$ cat config.mk
export PLATFORM = sky130hd
export DESIGN_NAME = i2c_master_bit_sequencer
export DESIGN_NICKNAME = d
export VERILOG_FILES = /design/src/design/i2cms_pkg.sv /design/src/design/i2cms_front.sv /design/src/design/i2cms_queue.sv /design/src/design/i2cms_back.sv /design/src/design/i2c_master_bit_sequencer.sv
export SDC_FILE = /design/constraint.sdc
export NUM_CORES = 1
export LEC_CHECK = 0
export BUFFER_PORTS_ARGS = -buffer_cell sky130_fd_sc_hd__buf_2
export CELL_PAD_IN_SITES_DETAIL_PLACEMENT = 0
export CELL_PAD_IN_SITES_GLOBAL_PLACEMENT = 1
export CORE_ASPECT_RATIO = 2
export CORE_UTILIZATION = 40
export DETAILED_ROUTE_END_ITERATION = 7
export PLACE_DENSITY_LB_ADDON = 0.12
export RECOVER_POWER = 100
export SYNTH_ARGS = -nofsm -noshare
export SYNTH_HDL_FRONTEND = slang
export SYNTH_HIERARCHICAL = 1
export SYNTH_SLANG_ARGS = --single-unit
$ cat constraint.sdc
create_clock -name clk -period 4.8 [get_ports clk]
set_input_delay 0.48 -clock clk [delete_from_list [all_inputs] [get_ports clk]]
set_output_delay 0.48 -clock clk [all_outputs]
set_load 0.03 [all_outputs]
$ cat src/design/i2cms_pkg.sv
// Package for the I2C master bit sequencer.
// Holds the command codes, the decoded operation beat and the result record.
// No dependencies.
package i2cms_pkg;

  localparam int BYTE_BITS = 8;
  localparam int CNT_W     = $clog2(BYTE_BITS + 1);
  localparam int QDEPTH    = 2;
  localparam int QPTR_W    = $clog2(QDEPTH);
  localparam int QCNT_W    = $clog2(QDEPTH + 1);

  localparam logic [1:0] CMD_START = 2'd0;
  localparam logic [1:0] CMD_STOP  = 2'd1;
  localparam logic [1:0] CMD_WRITE = 2'd2;
  localparam logic [1:0] CMD_READ  = 2'd3;

  localparam logic REQ_COMMAND = 1'b0;

  typedef enum logic [2:0] {
    OP_START,
    OP_STOP,
    OP_WRITE,
    OP_READ,
    OP_TICK
  } op_kind_t;

  typedef struct packed {
    op_kind_t             kind;
    logic [BYTE_BITS-1:0] write_data;
    logic                 send_nack;
    logic                 sda_in;
  } op_t;

  typedef struct packed {
    logic                 scl_level;
    logic                 sda_level;
    logic                 sda_released;
    logic                 busy_res;
    logic                 done_res;
    logic [BYTE_BITS-1:0] read_data;
    logic                 ack_missing;
    logic                 rejected;
  } result_t;

endpackage

$ cat src/design/i2cms_front.sv
// Front end: classifies an incoming beat into a decoded operation.
// Depends on i2cms_pkg.
module i2cms_front
  import i2cms_pkg::*;
(
  input  logic                 req_type,
  input  logic [1:0]           command,
  input  logic [BYTE_BITS-1:0] write_data,
  input  logic                 send_nack,
  input  logic                 sda_in,
  output op_t                  op
);

  always_comb begin
    op.write_data = write_data;
    op.send_nack  = send_nack;
    op.sda_in     = sda_in;
    if (req_type != REQ_COMMAND) begin
      op.kind = OP_TICK;
    end else begin
      unique case (command)
        CMD_START: op.kind = OP_START;
        CMD_STOP:  op.kind = OP_STOP;
        CMD_WRITE: op.kind = OP_WRITE;
        CMD_READ:  op.kind = OP_READ;
        default:   op.kind = OP_TICK;
      endcase
    end
  end

endmodule

$ cat src/design/i2cms_queue.sv
// Short queue of decoded operations between front and back.
// Depends on i2cms_pkg.
module i2cms_queue
  import i2cms_pkg::*;
(
  input  logic clk,
  input  logic rst,
  input  logic push,
  input  op_t  push_op,
  output logic full,
  input  logic pop,
  output op_t  pop_op,
  output logic not_empty
);

  op_t               entries [QDEPTH];
  logic [QPTR_W-1:0] wptr;
  logic [QPTR_W-1:0] rptr;
  logic [QCNT_W-1:0] count;

  assign full      = (count == QCNT_W'(QDEPTH));
  assign not_empty = (count != '0);
  assign pop_op    = entries[rptr];

  always_ff @(posedge clk) begin
    if (push) begin
      entries[wptr] <= push_op;
    end
  end

  always_ff @(posedge clk) begin
    if (rst) begin
      wptr  <= '0;
      rptr  <= '0;
      count <= '0;
    end else begin
      if (push) begin
        wptr <= (wptr == QPTR_W'(QDEPTH - 1)) ? '0 : wptr + 1'b1;
      end
      if (pop) begin
        rptr <= (rptr == QPTR_W'(QDEPTH - 1)) ? '0 : rptr + 1'b1;
      end
      if (push && !pop) begin
        count <= count + 1'b1;
      end else if (pop && !push) begin
        count <= count - 1'b1;
      end
    end
  end

endmodule

$ cat src/design/i2cms_back.sv
// Back end: line sequencer state machine and result register.
// Depends on i2cms_pkg.
module i2cms_back
  import i2cms_pkg::*;
(
  input  logic    clk,
  input  logic    rst,
  input  logic    op_valid,
  input  op_t     op,
  output logic    op_pop,
  output logic    res_valid,
  input  logic    res_ready,
  output result_t res
);

  typedef enum logic [3:0] {
    PH_IDLE = 4'd0,
    PH_ST1  = 4'd1,
    PH_ST2  = 4'd2,
    PH_ST3  = 4'd3,
    PH_SP1  = 4'd4,
    PH_SP2  = 4'd5,
    PH_WHI  = 4'd6,
    PH_WLO  = 4'd7,
    PH_WAH  = 4'd8,
    PH_WAL  = 4'd9,
    PH_RHI  = 4'd10,
    PH_RLO  = 4'd11,
    PH_RAH  = 4'd12,
    PH_RAL  = 4'd13
  } phase_t;

  phase_t               phase, phase_next;
  logic [CNT_W-1:0]     bit_count, bit_count_next;
  logic [BYTE_BITS-1:0] shift_reg, shift_reg_next;
  logic                 nack_pending, nack_pending_next;
  logic                 scl_reg, scl_reg_next;
  logic                 sda_reg, sda_reg_next;
  logic                 sda_input_mode, sda_input_mode_next;
  result_t              res_next;
  logic [CNT_W-1:0]     bit_inc;

  // Take a new operation whenever the result register is free or draining.
  assign op_pop  = op_valid && (!res_valid || res_ready);
  assign bit_inc = bit_count + 1'b1;

  always_comb begin
    phase_next          = phase;
    bit_count_next      = bit_count;
    shift_reg_next      = shift_reg;
    nack_pending_next   = nack_pending;
    scl_reg_next        = scl_reg;
    sda_reg_next        = sda_reg;
    sda_input_mode_next = sda_input_mode;
    res_next            = '0;

    if (op.kind == OP_TICK) begin
      unique case (phase)
        PH_IDLE: ;
        PH_ST1: begin
          sda_input_mode_next = 1'b0;
          sda_reg_next        = 1'b1;
          scl_reg_next        = 1'b1;
          phase_next          = PH_ST2;
        end
        PH_ST2: begin
          sda_reg_next = 1'b0;
          phase_next   = PH_ST3;
        end
        PH_ST3: begin
          scl_reg_next      = 1'b0;
          res_next.done_res = 1'b1;
          phase_next        = PH_IDLE;
        end
        PH_SP1: begin
          sda_input_mode_next = 1'b0;
          sda_reg_next        = 1'b0;
          scl_reg_next        = 1'b1;
          phase_next          = PH_SP2;
        end
        PH_SP2: begin
          sda_reg_next      = 1'b1;
          res_next.done_res = 1'b1;
          phase_next        = PH_IDLE;
        end
        PH_WHI: begin
          sda_input_mode_next = 1'b0;
          sda_reg_next        = shift_reg[BYTE_BITS-1];
          scl_reg_next        = 1'b1;
          phase_next          = PH_WLO;
        end
        PH_WLO: begin
          scl_reg_next   = 1'b0;
          shift_reg_next = {shift_reg[BYTE_BITS-2:0], 1'b0};
          bit_count_next = bit_inc;
          phase_next     = (bit_inc >= CNT_W'(BYTE_BITS)) ? PH_WAH : PH_WHI;
        end
        PH_WAH: begin
          sda_input_mode_next = 1'b1;
          scl_reg_next        = 1'b1;
          phase_next          = PH_WAL;
        end
        PH_WAL: begin
          nack_pending_next    = op.sda_in;
          scl_reg_next         = 1'b0;
          sda_input_mode_next  = 1'b0;
          res_next.done_res    = 1'b1;
          res_next.ack_missing = op.sda_in;
          phase_next           = PH_IDLE;
        end
        PH_RHI: begin
          sda_input_mode_next = 1'b1;
          sda_reg_next        = 1'b1;
          scl_reg_next        = 1'b1;
          phase_next          = PH_RLO;
        end
        PH_RLO: begin
          shift_reg_next = {shift_reg[BYTE_BITS-2:0], op.sda_in};
          scl_reg_next   = 1'b0;
          bit_count_next = bit_inc;
          phase_next     = (bit_inc >= CNT_W'(BYTE_BITS)) ? PH_RAH : PH_RHI;
        end
        PH_RAH: begin
          sda_input_mode_next = 1'b0;
          sda_reg_next        = nack_pending;
          scl_reg_next        = 1'b1;
          phase_next          = PH_RAL;
        end
        PH_RAL: begin
          scl_reg_next       = 1'b0;
          res_next.done_res  = 1'b1;
          res_next.read_data = shift_reg;
          phase_next         = PH_IDLE;
        end
        default: phase_next = PH_IDLE;
      endcase
    end else if (phase != PH_IDLE) begin
      res_next.rejected = 1'b1;
    end else begin
      bit_count_next = '0;
      unique case (op.kind)
        OP_START: phase_next = PH_ST1;
        OP_STOP:  phase_next = PH_SP1;
        OP_WRITE: begin
          shift_reg_next    = op.write_data;
          nack_pending_next = 1'b0;
          phase_next        = PH_WHI;
        end
        OP_READ: begin
          shift_reg_next    = '0;
          nack_pending_next = op.send_nack;
          phase_next        = PH_RHI;
        end
        default: ;
      endcase
    end

    res_next.scl_level    = scl_reg_next;
    res_next.sda_level    = sda_reg_next;
    res_next.sda_released = sda_input_mode_next;
    res_next.busy_res     = (phase_next != PH_IDLE);
  end

  always_ff @(posedge clk) begin
    if (rst) begin
      phase          <= PH_IDLE;
      bit_count      <= '0;
      shift_reg      <= '0;
      nack_pending   <= 1'b0;
      scl_reg        <= 1'b1;
      sda_reg        <= 1'b1;
      sda_input_mode <= 1'b0;
      res_valid      <= 1'b0;
    end else begin
      if (op_pop) begin
        phase          <= phase_next;
        bit_count      <= bit_count_next;
        shift_reg      <= shift_reg_next;
        nack_pending   <= nack_pending_next;
        scl_reg        <= scl_reg_next;
        sda_reg        <= sda_reg_next;
        sda_input_mode <= sda_input_mode_next;
        res_valid      <= 1'b1;
      end else if (res_ready) begin
        res_valid <= 1'b0;
      end
    end
  end

  always_ff @(posedge clk) begin
    if (op_pop) begin
      res <= res_next;
    end
  end

endmodule

$ cat src/design/i2c_master_bit_sequencer.sv
// I2C master bit sequencer, top level.
// Depends on i2cms_pkg, i2cms_front, i2cms_queue and i2cms_back.
//
// Usage:
//   Input channel (in_valid/in_ready) carries one beat per item: either a
//   command (req_type 0: start, stop, write byte, read byte) or a half bit
//   period tick (req_type 1) with the sampled SDA level in sda_in.
//   Output channel (out_valid/out_ready) returns exactly one result beat per
//   input beat, in order: the SCL/SDA levels to drive, whether SDA is
//   released, busy, done, the byte read, a missing ACK and a rejected command.
//   A command that arrives while another is still running is dropped and
//   reported with rejected set.
// Path and throughput:
//   A beat passes the front decoder into a two-entry queue, then the back
//   state machine steps one half period and loads the result register,
//   which raises out_valid; one beat per cycle is sustained while out_ready
//   stays high.
// Reset and stalls:
//   rst (synchronous) returns to idle with SCL and SDA high and SDA driven,
//   and empties the queue. When the receiver holds out_ready low, the result
//   register holds, the queue absorbs up to two more beats, then in_ready
//   drops until the output drains.
module i2c_master_bit_sequencer
  import i2cms_pkg::*;
(
  input  logic                 clk,
  input  logic                 rst,
  input  logic                 in_valid,
  output logic                 in_ready,
  input  logic                 req_type,
  input  logic [1:0]           command,
  input  logic [BYTE_BITS-1:0] write_data,
  input  logic                 send_nack,
  input  logic                 sda_in,
  output logic                 out_valid,
  input  logic                 out_ready,
  output logic                 scl_level,
  output logic                 sda_level,
  output logic                 sda_released,
  output logic                 busy_res,
  output logic                 done_res,
  output logic [BYTE_BITS-1:0] read_data,
  output logic                 ack_missing,
  output logic                 rejected
);

  op_t     front_op;
  op_t     queue_op;
  logic    queue_full;
  logic    queue_valid;
  logic    queue_pop;
  result_t res;

  // Decode the incoming beat.
  i2cms_front u_front (
    .req_type   (req_type),
    .command    (command),
    .write_data (write_data),
    .send_nack  (send_nack),
    .sda_in     (sda_in),
    .op         (front_op)
  );

  // Accept whenever the queue has room; the back end drains it independently.
  assign in_ready = !queue_full;

  i2cms_queue u_queue (
    .clk       (clk),
    .rst       (rst),
    .push      (in_valid && in_ready),
    .push_op   (front_op),
    .full      (queue_full),
    .pop       (queue_pop),
    .pop_op    (queue_op),
    .not_empty (queue_valid)
  );

  // Step the line state machine and hold the result for the receiver.
  i2cms_back u_back (
    .clk       (clk),
    .rst       (rst),
    .op_valid  (queue_valid),
    .op        (queue_op),
    .op_pop    (queue_pop),
    .res_valid (out_valid),
    .res_ready (out_ready),
    .res       (res)
  );

  assign scl_level    = res.scl_level;
  assign sda_level    = res.sda_level;
  assign sda_released = res.sda_released;
  assign busy_res     = res.busy_res;
  assign done_res     = res.done_res;
  assign read_data    = res.read_data;
  assign ack_missing  = res.ack_missing;
  assign rejected     = res.rejected;

  // A finished command leaves the block idle.
  a_done_idle: assert property (@(posedge clk) disable iff (rst)
    out_valid && done_res |-> !busy_res)
    else $error("done reported while still busy");

  // A rejected command only happens while a command is running.
  a_reject_busy: assert property (@(posedge clk) disable iff (rst)
    out_valid && rejected |-> busy_res && !done_res)
    else $error("rejected reported while idle or done");

  // Status bytes appear only on the finishing beat.
  a_status_done: assert property (@(posedge clk) disable iff (rst)
    out_valid && (ack_missing || read_data != '0) |-> done_res)
    else $error("read data or ack status without done");

  // A beat taken from the queue always lands in the result register.
  a_pop_loads: assert property (@(posedge clk) disable iff (rst)
    queue_pop |=> out_valid)
    else $error("popped beat did not produce a result");

endmodule
==> out/qor.txt <==
status = completed
Pre-antenna DRT Iters = 4
Post-synth ARST share = 0
final setup vio count = 0
top-area cell type share of the netlist area = 0.379
sequential area share after synthesis = 0.539
DP Wirelength = 4660 um
Pleak = 1.26 nW
CORE AREA = 0.00789 mm2
maxcap violations = 0
RSZ-0062 raised after global routing = false
Hold Path Class = input port to flip-flop
initial drt markers = 132
Slew HR = 0.266
Achievable Freq = 298 MHz
WP data arrival = 3.61 ns
most frequent cells in the layout = 41 x edfxtp_1, 26 x a21oi_1, 26 x dfxtp_1, 23 x clkbuf_1, 21 x nor2_1
vias in the first global route = 2174
first-pass GRT wire length = 10900 um
clock buffer depth = 2
IO buf count = 33
final cycle utilization of the critical path = 0.698
nets = 337
CP endpoint kind = flip-flop
share of post-route cells with drive strength above 1 = 0.142
final clock skew = 0.00460 ns
Gate Count Post-Synth = 304
H-Tree Depth = 3
Area Overhead vs Synth = 12.0%
leading area contributor after synthesis = edfxtp_1
I/O pins = 34
full die area = 0.00851 mm2
critical path class = flip-flop to flip-flop
ys flop type = edfxtp_1
initial antenna violation count = 0
required time of the critical path = 5.06 ns
Worst Hold Depth = 1
Antenna diodes = 0
die width = 65.7 um
Clk pin slew, worst setup/hold paths = 0.05 ns
r2r worst-path depth = 6
Total Wirelength = 6650 um
CTS root buf = clkbuf_16
most common cell after layout, fill and taps aside = edfxtp_1
antenna-violating nets left = 0
count of different cell masters after synthesis = 54
VDD IR-drop max = 344 uV
final std cells w/o fill = 419
Post-CTS Resized = 0
worst setup margin = 1.45 ns
measured slew at the worst slew-check pin = 1.10 ns
final hold vios = 0
Hold WS = 0.336 ns
Total GRT Usage = 0.176
setup bufs post-CTS = 0
register bit count reported by yosys = 67
total number of vias = 2249
fin crit period = 3.35 ns
crit path max fanout = 23
YS warnings = 6
clock tree sinks = 67
startpoint types = flip-flop
Critical R2R Capture = u_back/shift_reg[7]
Die Y = 129 um
WL per Instance = 15.9 um
pwr dens = 671 mW/mm2
cell area after layout = 0.00364 mm2
Starting Density = 0.412
largest net degree at the start of global routing = 28
TritonCTS clock tree = yes
Post-Syn Nets = 323
Largest register FFs = 26
EDFF count, synth = 41
Placed Area = 0.00336 mm2
setup_tns = 0 ns
Synth area leaders = edfxtp_1 38%, dfxtp_1 16%, mux2_2 4.5%, a21oi_1 4.0%, o21ai_0 2.8%
clock latency on the worst-skew pair = 0.33 ns
number of vias per cell = 5.37
placed cell count = 403
post-synthesis cell area = 0.00325 mm2
Final Power = 2.44 mW
Slew Limit Fails = 0
Post-CTS Hold Fix Bufs = 0
mean post-synth cell area = 10.7 um2
count of standard-cell rows = 46
HP Start = write_data[3]
DRC violations left = 0
CTS buffer count = 9
Post-Route Utilization = 0.462
Worst Hold End = u_queue/entries[0][5]
gr ovfl total = 0
FF-to-FF setup slack = 1.45 ns
GP Congestion = 0.776
Place WS = 1.65 ns
logic make-up (layout without fill, tap and decap cells):
| group | Yosys count | in the layout | share of synthesized area |
|---|---|---|---|
| DFF | 67 | 67 | 0.539 |
| AOI/OAI and AO/OA | 75 | 75 | 0.145 |
| xor gates and xnor gates | 8 | 8 | 0.0239 |
| muxes | 14 | 14 | 0.0481 |
| buffers and inverters | 39 | 58 | 0.0654 |
| adders and majority gates | 2 | 2 | 0.00770 |
| and+or+nand+nor | 99 | 99 | 0.171 |
final cells by class:
class	instances	area, um2
tap	96	120
multi-input combinational	198	1290
sequential	67	1750
clock inverter	5	78.8
clock buffer	11	233
timing repair buffer	33	139
fill	747	4240
inverter	9	33.8
worst max path at each step:
stage / startpoint / to / cells past startpoint / slack (ns)
2_1_floorplan: u_back/res_valid / u_queue/count[1] / 8 / 2.35
3_3_place_gp: flip-flop / u_back/shift_reg[4] / 6 / 1.73
3_5_place_dp: flip-flop / u_back/res[11] / 6 / 1.65
4_1_cts: flip-flop / u_back/shift_reg[3] / 6 / 1.61
5_1_grt: flip-flop / u_back/shift_reg[3] / 6 / 1.09
6_report: flip-flop / u_back/shift_reg[7] / 6 / 1.45
power by group:
part	leakage (nW)	switching [mW]	internal [mW]	total, mW
clock	0.153	0.234	0.454	0.687
combinational	0.505	0.528	0.280	0.808
sequential	0.601	0.153	0.795	0.948
cells in the mapped netlist, types with 5 or more instances:
library cell  number
clkbuf_1          10
buf_2              5
dfxtp_1           26
nand2_1           17
and2_1            12
buf_4             12
inv_1              9
or3_1              8
nor3_1             6
mux2_2            13
o21ai_0           18
nor2_1            21
xor2_1             5
a21oi_1           26
nand3b_1           7
edfxtp_1          41
nor2b_1            6
critical path, stage by stage (launching register included):
cell,delay (ns)
dfxtp_1,0.64
mux2_1,0.68
nor3b_2,0.82
nand3_1,0.19
a21o_1,0.39
or3_1,0.42
a21oi_1,0.12
layer usage:
metal	track usage	wire (um)	vias to the layer above
met5	0	0	-
met2	0.300	3690	42
met4	0.124	214	0
li1	-	-	1125
met3	0.0343	168	13
met1	0.189	2580	1069
Note: power is estimated with default switching activity, not from simulation.
